[config.mk]
export PLATFORM = sky130hd
export DESIGN_NAME = tft_window_write_sequencer_top
export DESIGN_NICKNAME = d
export VERILOG_FILES = /design/src/rtl/tws_pkg.sv /design/src/rtl/tws_front.sv /design/src/rtl/tws_queue.sv /design/src/rtl/tws_back.sv /design/src/rtl/tft_window_write_sequencer_top.sv
export SDC_FILE = /design/constraint.sdc
export NUM_CORES = 1
export LEC_CHECK = 0
export BUFFER_PORTS_ARGS = -buffer_cell sky130_fd_sc_hd__buf_2
export CAP_MARGIN = 25
export CORE_MARGIN = 4
export CORE_UTILIZATION = 50
export CTS_BUF_LIST = sky130_fd_sc_hd__clkbuf_4 sky130_fd_sc_hd__clkbuf_8
export CTS_CLUSTER_SIZE = 12
export DETAILED_ROUTE_END_ITERATION = 7
export GPL_ROUTABILITY_DRIVEN = 0
export PLACE_DENSITY = 0.68
export SETUP_SLACK_MARGIN = 0.2
export SLEW_MARGIN = 10
export SYNTH_ARGS = -nofsm -noshare
export SYNTH_HDL_FRONTEND = slang
export SYNTH_SLANG_ARGS = --single-unit
[constraint.sdc]
create_clock -name clk -period 2.99 [get_ports clk]
set_input_delay 0.299 -clock clk [delete_from_list [all_inputs] [get_ports clk]]
set_output_delay 0.299 -clock clk [all_outputs]
set_load 0.03 [all_outputs]
[src/rtl/tws_pkg.sv]
package tws_pkg;

	// Panel size
	localparam int PANEL_COLUMNS = 128;
	localparam int PANEL_ROWS    = 160;

	// Panel controller commands
	localparam logic [7:0] CMD_CASET = 8'h2A;
	localparam logic [7:0] CMD_RASET = 8'h2B;
	localparam logic [7:0] CMD_RAMWR = 8'h2C;

	// Input command codes
	localparam logic CMD_OPEN  = 1'b0;
	localparam logic CMD_PIXEL = 1'b1;

	// Remaining pixel count
	localparam int              COUNT_W   = 15;
	localparam logic [COUNT_W-1:0] COUNT_MAX = 15'h7FFF;

	// Queue between front and back
	localparam int QUEUE_DEPTH = 4;
	localparam int QPTR_W      = $clog2(QUEUE_DEPTH);
	localparam int QCNT_W      = $clog2(QUEUE_DEPTH + 1);

	// Kind of work the back end carries out
	localparam logic [1:0] KIND_OPEN  = 2'd0;
	localparam logic [1:0] KIND_PIXEL = 2'd1;
	localparam logic [1:0] KIND_ERROR = 2'd2;

	// Byte step within an item's byte sequence
	localparam int          STEP_W         = 4;
	localparam logic [STEP_W-1:0] STEP_PIX_LOW  = 4'd1;
	localparam logic [STEP_W-1:0] STEP_OPEN_END = 4'd10;

	typedef struct packed {
		logic [1:0]  kind;
		logic [6:0]  col_start;
		logic [6:0]  col_end;
		logic [7:0]  row_start;
		logic [7:0]  row_end;
		logic [15:0] colour;
		logic        done;
	} tws_item_t;

endpackage

[src/rtl/tws_front.sv]
module tws_front (
	input  logic              clk,
	input  logic              arst_n,
	input  logic              in_valid,
	output logic              in_stall,
	input  logic              command,
	input  logic [6:0]        col_start,
	input  logic [6:0]        col_end,
	input  logic [7:0]        row_start,
	input  logic [7:0]        row_end,
	input  logic [15:0]       colour,
	input  logic              q_full,
	output logic              q_push,
	output tws_pkg::tws_item_t q_item
);
	import tws_pkg::*;

	logic [COUNT_W-1:0] pixels_left_q;
	logic               accept;
	logic               bad_window;
	logic [7:0]         col_span;
	logic [8:0]         row_span;
	logic [16:0]        product;
	logic [COUNT_W-1:0] count;

	// Take an item whenever the queue has room
	assign in_stall = q_full;
	assign accept   = in_valid && !q_full;
	assign q_push   = accept;

	// Check the window against its own ends and the panel size
	assign bad_window = (col_start > col_end) || (row_start > row_end) ||
		({2'b00, col_end} >= 9'(PANEL_COLUMNS)) ||
		({1'b0, row_end} >= 9'(PANEL_ROWS));

	// Size the window, both ends inclusive, saturating
	assign col_span = {1'b0, col_end} - {1'b0, col_start} + 8'd1;
	assign row_span = {1'b0, row_end} - {1'b0, row_start} + 9'd1;
	assign product  = {9'd0, col_span} * {8'd0, row_span};
	assign count    = (product > {2'b00, COUNT_MAX}) ? COUNT_MAX : product[COUNT_W-1:0];

	// Classify the item for the back end
	always_comb begin
		q_item.col_start = col_start;
		q_item.col_end   = col_end;
		q_item.row_start = row_start;
		q_item.row_end   = row_end;
		q_item.colour    = colour;
		q_item.done      = (pixels_left_q == COUNT_W'(1));
		if (command == CMD_OPEN) begin
			q_item.kind = bad_window ? KIND_ERROR : KIND_OPEN;
		end else begin
			q_item.kind = (pixels_left_q == '0) ? KIND_ERROR : KIND_PIXEL;
		end
	end

	// Track the pixels left in the open window
	always_ff @(posedge clk or negedge arst_n) begin
		if (!arst_n) begin
			pixels_left_q <= '0;
		end else if (accept) begin
			if (command == CMD_OPEN) begin
				pixels_left_q <= bad_window ? '0 : count;
			end else if (pixels_left_q != '0) begin
				pixels_left_q <= pixels_left_q - COUNT_W'(1);
			end
		end
	end

endmodule

[src/rtl/tws_queue.sv]
module tws_queue (
	input  logic               clk,
	input  logic               arst_n,
	input  logic               push,
	input  tws_pkg::tws_item_t push_item,
	input  logic               pop,
	output tws_pkg::tws_item_t head_item,
	output logic               full,
	output logic               empty
);
	import tws_pkg::*;

	tws_item_t          entries_q [QUEUE_DEPTH];
	logic [QPTR_W-1:0]  wr_ptr_q;
	logic [QPTR_W-1:0]  rd_ptr_q;
	logic [QCNT_W-1:0]  count_q;
	logic               do_push;
	logic               do_pop;

	assign full      = (count_q == QCNT_W'(QUEUE_DEPTH));
	assign empty     = (count_q == '0);
	assign do_push   = push && !full;
	assign do_pop    = pop && !empty;
	assign head_item = entries_q[rd_ptr_q];

	// Store pushed items
	always_ff @(posedge clk) begin
		if (do_push) begin
			entries_q[wr_ptr_q] <= push_item;
		end
	end

	// Advance pointers and occupancy
	always_ff @(posedge clk or negedge arst_n) begin
		if (!arst_n) begin
			wr_ptr_q <= '0;
			rd_ptr_q <= '0;
			count_q  <= '0;
		end else begin
			if (do_push) begin
				wr_ptr_q <= wr_ptr_q + QPTR_W'(1);
			end
			if (do_pop) begin
				rd_ptr_q <= rd_ptr_q + QPTR_W'(1);
			end
			if (do_push && !do_pop) begin
				count_q <= count_q + QCNT_W'(1);
			end else if (do_pop && !do_push) begin
				count_q <= count_q - QCNT_W'(1);
			end
		end
	end

endmodule

[src/rtl/tws_back.sv]
module tws_back (
	input  logic               clk,
	input  logic               arst_n,
	input  tws_pkg::tws_item_t head_item,
	input  logic               q_empty,
	output logic               q_pop,
	output logic               out_valid,
	input  logic               out_stall,
	output logic [7:0]         out_byte,
	output logic               is_data,
	output logic               last,
	output logic               window_done,
	output logic               error
);
	import tws_pkg::*;

	logic [STEP_W-1:0] step_q;
	logic              out_valid_q;
	logic [7:0]        byte_q;
	logic              data_q;
	logic              last_q;
	logic              done_q;
	logic              err_q;
	logic              load;
	logic [7:0]        gen_byte;
	logic              gen_data;
	logic              gen_last;
	logic              gen_done;
	logic              gen_err;

	// Load the output register when it is empty or being drained
	assign load  = !out_valid_q || !out_stall;
	assign q_pop = load && !q_empty && gen_last;

	// Pick the byte for the current step of the head item
	always_comb begin
		gen_byte = 8'h00;
		gen_data = 1'b1;
		gen_last = 1'b0;
		gen_done = 1'b0;
		gen_err  = 1'b0;
		case (head_item.kind)
			KIND_OPEN: begin
				case (step_q)
					4'd0: begin
						gen_byte = CMD_CASET;
						gen_data = 1'b0;
					end
					4'd2: gen_byte = {1'b0, head_item.col_start};
					4'd4: gen_byte = {1'b0, head_item.col_end};
					4'd5: begin
						gen_byte = CMD_RASET;
						gen_data = 1'b0;
					end
					4'd7: gen_byte = head_item.row_start;
					4'd9: gen_byte = head_item.row_end;
					STEP_OPEN_END: begin
						gen_byte = CMD_RAMWR;
						gen_data = 1'b0;
						gen_last = 1'b1;
					end
					default: gen_byte = 8'h00;
				endcase
			end
			KIND_PIXEL: begin
				if (step_q == STEP_PIX_LOW) begin
					gen_byte = head_item.colour[7:0];
					gen_last = 1'b1;
					gen_done = head_item.done;
				end else begin
					gen_byte = head_item.colour[15:8];
				end
			end
			default: begin
				gen_data = 1'b0;
				gen_last = 1'b1;
				gen_err  = 1'b1;
			end
		endcase
	end

	// Advance the step and the output handshake
	always_ff @(posedge clk or negedge arst_n) begin
		if (!arst_n) begin
			step_q      <= '0;
			out_valid_q <= 1'b0;
		end else if (load) begin
			out_valid_q <= !q_empty;
			if (!q_empty) begin
				step_q <= gen_last ? '0 : step_q + STEP_W'(1);
			end
		end
	end

	// Hold the result payload
	always_ff @(posedge clk) begin
		if (load && !q_empty) begin
			byte_q <= gen_byte;
			data_q <= gen_data;
			last_q <= gen_last;
			done_q <= gen_done;
			err_q  <= gen_err;
		end
	end

	assign out_valid   = out_valid_q;
	assign out_byte    = byte_q;
	assign is_data     = data_q;
	assign last        = last_q;
	assign window_done = done_q;
	assign error       = err_q;

endmodule

[src/rtl/tft_window_write_sequencer_top.sv]
// An item's first result is valid once it has passed through the queue and then the back end's output register.
// The back end sends one result byte per cycle while out_stall is low; an open-window item gives 11 bytes,
// a pixel 2 and an error 1, all through the back end's single output register.
// The front takes one item per cycle until its 4-entry queue is full.
// Reset (arst_n low, asynchronous): queue empty, no result valid, no window open.
module tft_window_write_sequencer_top (
	input  logic        clk,
	input  logic        arst_n,
	input  logic        in_valid,
	output logic        in_stall,
	input  logic        command,
	input  logic [6:0]  col_start,
	input  logic [6:0]  col_end,
	input  logic [7:0]  row_start,
	input  logic [7:0]  row_end,
	input  logic [15:0] colour,
	output logic        out_valid,
	input  logic        out_stall,
	output logic [7:0]  out_byte,
	output logic        is_data,
	output logic        last,
	output logic        window_done,
	output logic        error
);
	import tws_pkg::*;

	tws_item_t push_item;
	tws_item_t head_item;
	logic      q_push;
	logic      q_pop;
	logic      q_full;
	logic      q_empty;

	// Accept and classify items
	tws_front u_front (
		.clk       (clk),
		.arst_n    (arst_n),
		.in_valid  (in_valid),
		.in_stall  (in_stall),
		.command   (command),
		.col_start (col_start),
		.col_end   (col_end),
		.row_start (row_start),
		.row_end   (row_end),
		.colour    (colour),
		.q_full    (q_full),
		.q_push    (q_push),
		.q_item    (push_item)
	);

	// Decouple front and back
	tws_queue u_queue (
		.clk       (clk),
		.arst_n    (arst_n),
		.push      (q_push),
		.push_item (push_item),
		.pop       (q_pop),
		.head_item (head_item),
		.full      (q_full),
		.empty     (q_empty)
	);

	// Emit the byte stream
	tws_back u_back (
		.clk         (clk),
		.arst_n      (arst_n),
		.head_item   (head_item),
		.q_empty     (q_empty),
		.q_pop       (q_pop),
		.out_valid   (out_valid),
		.out_stall   (out_stall),
		.out_byte    (out_byte),
		.is_data     (is_data),
		.last        (last),
		.window_done (window_done),
		.error       (error)
	);

`ifndef ASSERT_OFF
	a_no_overflow: assert property (@(posedge clk) disable iff (!arst_n)
		q_push |-> !q_full)
		else $error("queue push while full");

	a_no_underflow: assert property (@(posedge clk) disable iff (!arst_n)
		q_pop |-> !q_empty)
		else $error("queue pop while empty");

	a_error_ends: assert property (@(posedge clk) disable iff (!arst_n)
		out_valid && error |-> last && !is_data && !window_done)
		else $error("error result not a lone final result");

	a_done_on_last_data: assert property (@(posedge clk) disable iff (!arst_n)
		out_valid && window_done |-> is_data && last && !error)
		else $error("window_done off the final pixel byte");

	a_command_byte: assert property (@(posedge clk) disable iff (!arst_n)
		out_valid && !is_data && !error |->
			(out_byte == CMD_CASET) || (out_byte == CMD_RASET) || (out_byte == CMD_RAMWR))
		else $error("unknown command byte");
`endif

endmodule

## Word-level counts from Yosys, hierarchy flattened

Memory sizes are Yosys's and may differ from the RTL's.
Index checks and enable logic that the tools add are counted.

| storage, ports and cells | value |
|---|---|
| flip-flop bits (word level) | 39 |
| bits in latches | 0 |
| RAM bits | 196 |
| memory bits (read-only) | 0 |
| bits of input ports | 51 |
| output and inout port bits | 14 |
| memories kept | 1 |

| cells by class | value |
|---|---|
| add/subtract/negate cells | 10 |
| multipliers | 1 |
| divide/modulo/power cells | 0 |
| order comparisons | 4 |
| eq/ne operators | 11 |
| shift operators | 0 |
| muxes and demuxes | 21 |
| bitwise operators | 1 |
| reductions and logical operators | 27 |

Memory list:

| memory | words | bits a word | read ports | clocked after memory_dff | write ports | line | text |
|---|---|---|---|---|---|---|---|
| u_queue.entries_q | 4 | 49 | 1 | 0 | 1 | tws_queue.sv:13 | `tws_item_t entries_q [QUEUE_DEPTH];` |

Operator list:

| cell | count |
|---|---|
| $mux W15 | 4 |
| $pmux W8 S7 | 1 |
| $gt A17 B15 Y1 const B | 1 |
| $mul A8 B9 Y17 | 1 |
| $pmux W8 S2 | 1 |
| $eq A15 B1 Y1 const B | 1 |
| $logic_not A15 Y1 | 1 |
| $reduce_bool A15 Y1 | 1 |
| $sub A15 B1 Y15 const B | 1 |
| $eq A4 B3 Y1 const B | 3 |
| $add A9 B1 Y9 const B | 1 |
| $sub A8 B8 Y9 | 1 |
| $add A8 B1 Y8 const B | 1 |
| $eq A4 B4 Y1 const B | 2 |
| $ge A8 B8 Y1 const B | 1 |
| $gt A8 B8 Y1 | 1 |
| $mux W8 | 1 |
| $sub A7 B7 Y8 | 1 |
| $gt A7 B7 Y1 | 1 |
| $logic_and A1 B1 Y1 | 7 |
| $logic_not A1 Y1 | 6 |
| $mux W1 | 6 |
| $mux W2 | 3 |
| $mux W3 | 2 |
| 20 further kinds | 26 |

## Depth between registers and ports, before layout

Gate-level depths: netlist of the first run.

| logic depth | value |
|---|---|
| depth in word-level cells | 8 |
| gate-level depth with buffers | 27 |

## Hierarchy

From an unflattened synthesis of the first run, not the netlist that was laid out.

| unflattened totals | value |
|---|---|
| cell total of the unflattened synthesis | 1028 |
| area total of the unflattened synthesis | 13739.4 µm² |

By module, submodules not included:

| module | instances | cells each | area each (µm²) |
|---|---|---|---|
| tws_queue | 1 | 293 | 7558.5 |
| tws_front | 1 | 607 | 4961.0 |
| tws_back | 1 | 128 | 1219.9 |

## Least setup slack after synthesis of the first run

Ideal clock, no wire load.

| path | value |
|---|---|
| path kind | in2reg |
| from | in col_start[3] |
| to | reg u_front.pixels_left_q[5] |
| setup time | 0.099 ns |
| data arrival time | 6.363 ns |
| data required time | 2.891 ns |
| path slack | -3.473 ns |
| stages | 25 |
| path buffers | 0 |
| cell sequence | inv_1 ha_1 ha_1 a21oi_1 o31ai_2 o21a_1 o21ai_2 mux2_4 a2111oi_4 or2_1 fa_1 fa_1 inv_1 fa_1 inv_1 fa_1 inv_1 ha_1 a21o_1 a221oi_2 o21ai_2 a41oi_2 xnor2_2 nor2_1 a311oi_1 |

| between the ends | value |
|---|---|
| longest elaborated chain between the ends | 7 |
| elaborated cells on any way between the ends | 10 |
| those cells by class | 2 x add/sub; 1 x mul; 2 x order compare; 3 x mux; 2 x reduce/logical |

RTL lines:

| what | line | text |
|---|---|---|
| start: declaration | tft_window_write_sequencer_top.sv:12 | `input logic [6:0] col_start,` |
| $sub A7 B7 Y8 | tws_front.sv:37 | `assign col_span = {1'b0, col_end} - {1'b0, col_start} + 8'd1;` |
| $add A8 B1 Y8 | tws_front.sv:37 |  |
| $mul A8 B9 Y17 | tws_front.sv:39 | `assign product = {9'd0, col_span} * {8'd0, row_span};` |
| $gt A17 B15 Y1 | tws_front.sv:40 | `assign count = (product > {2'b00, COUNT_MAX}) ? COUNT_MAX : product[COUNT_W-1:0];` |
| $mux W15 | tws_front.sv:40 |  |
| $mux W15 (*) | tws_front.sv:63 | `pixels_left_q <= bad_window ? '0 : count;` |
| $mux W15 (*) | tws_front.sv:62 | `if (command == CMD_OPEN) begin` |
| end signal: assignment | tws_front.sv:63 |  |
| end signal: assignment | tws_front.sv:65 | `pixels_left_q <= pixels_left_q - COUNT_W'(1);` |
| end: declaration | tws_front.sv:18 | `logic [COUNT_W-1:0] pixels_left_q;` |

Every way passes the cells marked *; elsewhere a longest branch is shown, timed or not.
A chain may end at the register's enable or synchronous reset.

## Worst setup path after layout of the first run

| path | value |
|---|---|
| from | in col_start[2] |
| to | reg u_front.pixels_left_q[1] |

The elaborated chain is that of the path after synthesis.

==> reports/results.tsv, run 1 <==
metric	value	unit
slew_headroom	52.56	%
die_x	170.3	um
core_area	25980	um2
synth-edff-count	208	
synth_cells	976	
dpl.hpwl	20.76	mm
grt_max_degree	50	
mappedNetlistArea	13170	um2
grt_pass1_vias	9058	
met3_length	1.264	mm
die_area	28990	um2
finClkSkew	0.01848	ns
tightestPinTransition	0.7041	ns
synth_top_area_cell	edfxtp_1	
port_buffers	64	
syn_avg_cell_area	13.49	um2
cp.required	3.41	ns
period_needed	5.547	ns
start_util	50.66	%
first_pass_iters	7	
vias	8520	
status	finished, violations left	
fp.dieH	170.3	um
highest_layer	met4	
rows	59	
antenna_found_initial	0	
diodes	0	
grt_use_total	20.48	%
fin_area	16380	um2
drv_cap	0	
fill_cells	2048	
async_reset_ff_share	11.49	%
synthTopCellsByArea	edfxtp_1 47%, ha_1 8.6%, mux4_2 7.7%, fa_1 6.8%, dfrtp_1 5.1%	
setup_viol	15	
utilization	63.03	%
cp_max_fo	7	
layout_common_cells	208 x edfxtp_1, 133 x buf_4, 92 x inv_1	
synth.top_cell.area_share	47.44	%
fin_ws	-2.557	ns
ant_nets	0	
synthesis.nets	1162	
final_common_cell	edfxtp_1	
synthToLayoutAreaGrowth	24.42	%
overflow	0	
slew_viol_final	0	
drt-met1-wl	11.82	mm
grt_pass1_wl	46.79	mm
seq_area_frac_synth	52.58	%
clock_latency	0.53	ns
clockRootBuffer	clkbuf_8	
avgRoutedWirePerCell	18.26	um
dr_wl_met2	15.12	mm
totalWireLength	28.81	mm
ys_types	69	
synth_ff_type	edfxtp_1	
clock.fmax	0.1803	GHz
drtIter0Drc	506	
dpl_cell_area	15090	um2
hold_path_class	in2reg	
io_pins	65	
htreeDepth	2	
cts_buffer_depth	3	
drc	0	
path_clk_slew	0.07	ns
setup_tns	-37.82	ns
clkSinkCount	235	
cts_buffers	39	
cts_tree	built	
nets	1400	
viasPerCell	5.399	
yosysWarnings	0	
finalCritPeriodShare	185.5	%
synth_seq_cells	235	
crit_arrival	5.97	ns
violations	setup timing	
hold_viol_final	0	
drive_gt1_share	31.94	%
start_kind	primary input	
end_kind	flop	
rsz0062_at_grt	yes	
critPathKind	in2reg	
## critical path: stages
cell and delay (ns):
buf_2 0.13, inv_2 0.06, ha_4 0.17, ha_4 0.24
a21oi_2 0.12, o31ai_2 0.07, o21a_1 0.12, o21ai_2 0.15
mux2_4 0.32, a2111oi_4 0.33, or2_1 0.19, fa_1 0.43
fa_1 0.49, inv_1 0.05, fa_1 0.48, inv_1 0.05
fa_1 0.49, inv_2 0.04, ha_4 0.22, a21oi_1 0.25
a31oi_4 0.16, o41ai_4 0.42, xnor2_4 0.21, nor3_4 0.07
buf_6 0.16, a221oi_2 0.22
## layout make-up
class | count | area (um2) | area share, %
clock inverters | 22 | 227.7 | 1.390
multi-input cells | 608 | 6113 | 37.32
clock buffers | 48 | 604.3 | 3.690
inverters | 107 | 414.1 | 2.528
repair buffers | 223 | 1673 | 10.21
flip-flops and latches | 235 | 6928 | 42.30
well taps | 335 | 419.2 | 2.559
## flip-flops by register name (all words and copies together) (netlist names)
name and cells:
u_queue.count_q 3, u_queue.rd_ptr_q 2, u_back.out_valid 1, u_back.step_q 4, u_back.last 1, u_back.window_done 1
u_queue.wr_ptr_q 2, u_front.pixels_left_q 15, u_back.error 1, u_back.out_byte 8, u_back.is_data 1, u_queue.entries_q 196
## metrics by stage
stage	std cells	hold slack, ns	setup WS (ns)
2_1_floorplan	976	0.003409	-2.825
3_3_place_gp	1478	0.3699	-3.132
3_5_place_dp	1478	0.3728	-3.254
4_1_cts	1576	0.01936	-2.575
5_1_grt	1578	0.03275	-2.789
6_report	1578	0.03891	-2.557
## synth_stat cells, types with 6 or more instances
library cell  number
a21oi_1           34
nand2b_1           9
a21o_1            11
a221oi_1           6
o22ai_1           14
xor2_1            20
xnor2_1           24
mux2i_1           17
nand2_1           42
nor3_1            22
nand3_1           11
nor2b_1           16
a211oi_1          10
o21ai_0           19
dfrtp_1           27
nand4_1            6
buf_2              7
clkbuf_1          12
nor2_1            78
fa_1              45
mux4_2            45
edfxtp_1         208
ha_1              90
and2_1            13
inv_1            106
## worst paths after layout
| check | slack [ns] | start | cells after the start | to |
|---|---|---|---|---|
| min | 0.04 | col_start[0] | 1 | u_queue.entries_q[0][40] |
| max reg2reg | 0.37 | u_queue.rd_ptr_q[0] | 9 | u_queue.count_q[2] |
| min in group asynchronous | 0.34 | arst_n | 2 | u_back.out_valid |
| min reg2reg | 0.49 | u_queue.count_q[2] | 1 | u_queue.count_q[2] |
| max in group asynchronous | 2.14 | arst_n | 2 | u_queue.rd_ptr_q[0] |
| max | -2.56 | col_start[2] | 26 | u_front.pixels_left_q[1] |
## logic make-up (layout without fill, tap and decap cells)
group	Yosys count	after routing	synth area share (%)
flip-flops	235	235	52.58
AND/OR/NAND/NOR	228	228	8.630
AO/OA/AOI/OAI	136	136	7.128
adder cells (fa/ha/maj)	135	135	15.40
buffers and inverters	133	400	4.030
multiplexers	64	64	9.190
XOR/XNOR	45	45	3.051
## repair_timing
| item | 4_1_cts | 5_1_grt |
|---|---|---|
| resized for setup | 31 | 10 |
| hold endpoints to repair | 96 | 4 |
| setup buffers | 9 | 0 |
| pin swaps | 22 | 10 |
| hold buffers | 19 | 1 |
| endpoints found under the setup margin | 15 | 16 |
## layer usage
layer | GRT usage (%) | up-vias
met1 | 25.83 | 4256
met5 | 0 | -
met4 | 5.486 | 0
met3 | 2.973 | 41
li1 | - | 4046
met2 | 37.09 | 177
Power of run 1 is not shown: default switching activity piles up to over one toggle a cycle in this logic, so the estimate is an artifact.
==> inputs of run 2 (changes only) <==
- CORE_UTILIZATION: 50 -> 53
- GPL_TIMING_DRIVEN: default -> 1
- PLACE_DENSITY: 0.68 -> 0.71
==> run 2 against run 1 <==
Net effect: utilization increased by 4.5 points; the flow still finishes with violations (setup timing); highest routed layer unchanged; maximum frequency increased by 0.19%; die area decreased by 5.4%.
==> reports/results.tsv, run 2 (synthesis results as in run 1) <==
metric	value	unit
status	finished, violations left	
violations	setup timing	
dpl.hpwl	20.80	mm
hold_viol_final	0	
fp.dieH	165.6	um
finalNonFillerCells	1571	
fin_area	16480	um2
grt_pass1_wl	48.01	mm
start_util	53.98	%
rows	57	
clock_latency	0.53	ns
ant_nets	0	
cts_buffers	38	
antenna_found_initial	0	
viasPerCell	5.489	
worstHoldPathCells	1	
hold_path_end	u_queue.entries_q[3][41]	
rsz0062_at_grt	yes	
layout_common_cells	208 x edfxtp_1, 140 x buf_4, 92 x inv_1	
grt_max_degree	50	
drc	0	
die_x	165.6	um
highest_layer	met4	
path_buf_inv	6	
avgRoutedWirePerCell	18.66	um
diodes	0	
core_area	24390	um2
placed_cells	1466	
clkSinkCount	235	
die_area	27430	um2
totalWireLength	29.31	mm
grt_pass1_vias	9144	
nets	1406	
finalCritPeriodShare	185.2	%
cts_buffer_depth	3	
dpl_cell_area	15080	um2
cts_tree	built	
cp-startpoint	col_start[3]	
final_common_cell	edfxtp_1	
overflow	0	
dr_wl_met2	15.36	mm
cpPeakStageDelay	0.53	ns
slew_viol_final	0	
largest_reg_flops	196	
first_pass_iters	5	
period_needed	5.537	ns
hold_start	col_start[1]	
end_kind	flop	
drtIter0Drc	599	
finClkSkew	0.01850	ns
hold_path_class	in2reg	
crit_arrival	5.97	ns
slowest_stage	fa_1	
grt_use_total	21.60	%
port_buffers	64	
r2r_setup_slack	0.34	ns
drive_gt1_share	33.92	%
cp_max_fo	7	
setup_tns	-37.43	ns
drv_cap	0	
io_pins	65	
vias	8624	
met3_length	1.343	mm
tightestPinTransition	0.6753	ns
setup_viol	15	
htreeDepth	2	
r2r_start	u_queue.rd_ptr_q[0]	
slew_headroom	54.98	%
drt-met1-wl	12.08	mm
regMostFlops	u_queue.entries_q	
critPathKind	in2reg	
r2r_end	u_queue.count_q[2]	
r2r_cells	9	
synthToLayoutAreaGrowth	25.18	%
cp.required	3.42	ns
cp_top_family	adder cells	
clock.fmax	0.1806	GHz
path_clk_slew	0.06	ns
fin_ws	-2.547	ns
start_kind	primary input	
clockRootBuffer	clkbuf_8	
run 2: stage by stage:
stage	worst slack, ns	utilization [%]	hold slack, ns
6_report	-2.547	67.56	0.05329
5_1_grt	-2.775	67.56	0.02388
4_1_cts	-2.567	66.71	0.03318
3_5_place_dp	-3.207	61.81	0.3667
3_3_place_gp	-3.121	61.81	0.3720
2_1_floorplan	-2.825	-	0.003409
run 2: worst max-delay path by stage:
stage / depth (start not counted) / endpoint / slack [ns]
2_1_floorplan: 25 / u_front.pixels_left_q[0] / -2.83
3_3_place_gp: 27 / u_front.pixels_left_q[1] / -3.12
3_5_place_dp: 27 / u_front.pixels_left_q[4] / -3.21
4_1_cts: 26 / u_front.pixels_left_q[0] / -2.57
5_1_grt: 28 / u_front.pixels_left_q[1] / -2.77
6_report: 26 / u_front.pixels_left_q[1] / -2.55
run 2: layer usage:
layer,up-vias,track usage [%]
met3,38,3.265
met5,-,0
met1,4314,28.06
met4,0,5.631
met2,223,38.33
li1,4049,-
run 2: timing repair:
| item | CTS | global route |
|---|---|---|
| endpoints found under the hold margin | 96 | 0 |
| resized for setup | 27 | 31 |
| buffers inserted | 9 | 9 |
| pin swaps | 41 | 42 |
| endpoints found under the setup margin | 15 | 16 |
| hold buffers | 19 | 0 |
run 2: area by class of cell:
cell class,count,area (um2)
tap,324,405.4
sequential,235,6927
fill,1754,7911
timing repair buffer,230,1742
multi-input combinational,608,6202
inverter,107,411.6
clock inverter,16,158.9
clock buffer,51,633.1
Power of run 2 is left out for the same reason.
==> inputs of run 3 (changes only) <==
- CORE_MARGIN: 4 -> default
- PLACE_DENSITY: 0.71 -> 0.68
- clock period: 2.99 -> 6.4 ns (I/O delays scaled with it)
==> run 3 against run 2 <==
Net effect: the flow now finishes without violations; sequential share of layout area increased by 2.3 points; clock-buffer cell count is 6 higher; die area down 7.1%; hold slack better by 0.086 ns; non-clock buffer count fell by 75; critical path depth rose by 2; highest routed layer unchanged.
==> reports/results.tsv, run 3 (synthesis results as in run 1) <==
metric	value	unit
slew_viol_final	0	
drtIter0Drc	549	
final_common_cell	edfxtp_1	
finalCritPeriodShare	94.80	%
grt_pass1_wl	45.17	mm
setup_viol	0	
die_area	25470	um2
clockRootBuffer	clkbuf_8	
placed_cells	1419	
clkSinkCount	235	
synthToLayoutAreaGrowth	18.61	%
drv_cap	0	
viasPerCell	5.543	
port_buffers	64	
htreeDepth	2	
grt_pass1_vias	8833	
r2r_setup_slack	3.18	ns
hold_path_class	in2async	
cp_max_fo	7	
period_needed	6.067	ns
r2r_cells	5	
grt_use_total	22.85	%
hold_viol_final	0	
utilization	64.21	%
die_x	159.6	um
tightestPinTransition	0.7553	ns
clock.fmax	0.1648	GHz
dpl.hpwl	19.51	mm
antenna_found_initial	2	
avgRoutedWirePerCell	18.47	um
finClkSkew	0.02756	ns
cts_tree	built	
fp.dieH	159.6	um
totalWireLength	27.66	mm
first_pass_iters	7	
r2r_end	u_back.out_byte[6]	
cts_buffers	39	
dpl_cell_area	14520	um2
vias	8304	
slew_headroom	49.65	%
fin_area	15620	um2
path_clk_slew	0.06	ns
critPathKind	in2reg	
cp.required	6.85	ns
regMostFlops	u_queue.entries_q	
status	complete, no violations	
drc	0	
end_kind	flop	
whs	0.1395	ns
clock_latency	0.53	ns
layout_common_cells	208 x edfxtp_1, 102 x inv_1, 89 x buf_4	
rsz0062_at_grt	yes	
cts_hold_buf	0	
rows	57	
io_pins	65	
ant_nets	0	
start_util	54.13	%
core_area	24320	um2
start_kind	primary input	
drive_gt1_share	28.33	%
r2r_start	u_queue.rd_ptr_q[0]	
grt_max_degree	50	
fill_cells	1816	
finalNonFillerCells	1498	
cts_buffer_depth	3	
crit_arrival	6.52	ns
largest_reg_flops	196	
overflow	0	
nets	1332	
## run 3: how the worst max path moves through the flow
stage                      start                       end  cells after the start
finish              col_start[2]  u_front.pixels_left_q[7]                     28
global route        col_start[2]  u_front.pixels_left_q[6]                     27
CTS                   col_end[1]  u_front.pixels_left_q[7]                     26
detailed placement    col_end[1]  u_front.pixels_left_q[2]                     26
global placement      col_end[1]  u_front.pixels_left_q[1]                     26
floorplan           col_start[2]  u_front.pixels_left_q[0]                     25
## run 3: through the flow
stage          TNS (ns)  setup WS [ns]
2_1_floorplan         0         0.2009
3_3_place_gp     -2.000        -0.1855
3_5_place_dp     -3.136        -0.2851
4_1_cts               0         0.2823
5_1_grt               0        0.08193
6_report              0         0.3329
## run 3: layer usage
metal	part of all wire (%)	vias to the layer above	global-route usage (%)
li1	-	3910	-
met1	42	4166	29.25
met2	51	188	40.10
met3	4.0	40	3.230
met4	2.1	0	7.517
met5	0	-	0
## run 3: what timing repair did
item                                    CTS  global route
buffers inserted                          0             8
resized for setup                         0            40
endpoints found under the setup margin    0            15
## run 3: final cells by class
type	count	area [um2]	share of cell area, %
inverters	107	404.1	2.588
clock inverters	10	83.83	0.5369
flip-flops and latches	235	6927	44.36
multi-input cells	608	6062	38.82
clock buffers	57	696.9	4.463
well taps	324	405.4	2.596
repair buffers	155	1031	6.603
diodes	2	5.005	0.03205
## run 3: worst max-delay path, stage by stage
cell	delay [ns]
buf_2	0.11
inv_1	0.10
ha_4	0.19
ha_4	0.22
a21oi_4	0.14
o31ai_4	0.08
o21a_1	0.13
o21ai_2	0.15
mux2_4	0.33
a2111oi_4	0.31
buf_4	0.19
or2_1	0.13
fa_1	0.43
fa_1	0.49
inv_1	0.05
fa_1	0.48
inv_1	0.05
fa_1	0.49
inv_2	0.05
ha_4	0.23
a21o_1	0.18
a221oi_4	0.31
o21ai_2	0.10
a41oi_2	0.27
xnor2_4	0.21
nor3_4	0.08
buf_6	0.16
a211oi_2	0.22
Power of run 3 is left out for the same reason.
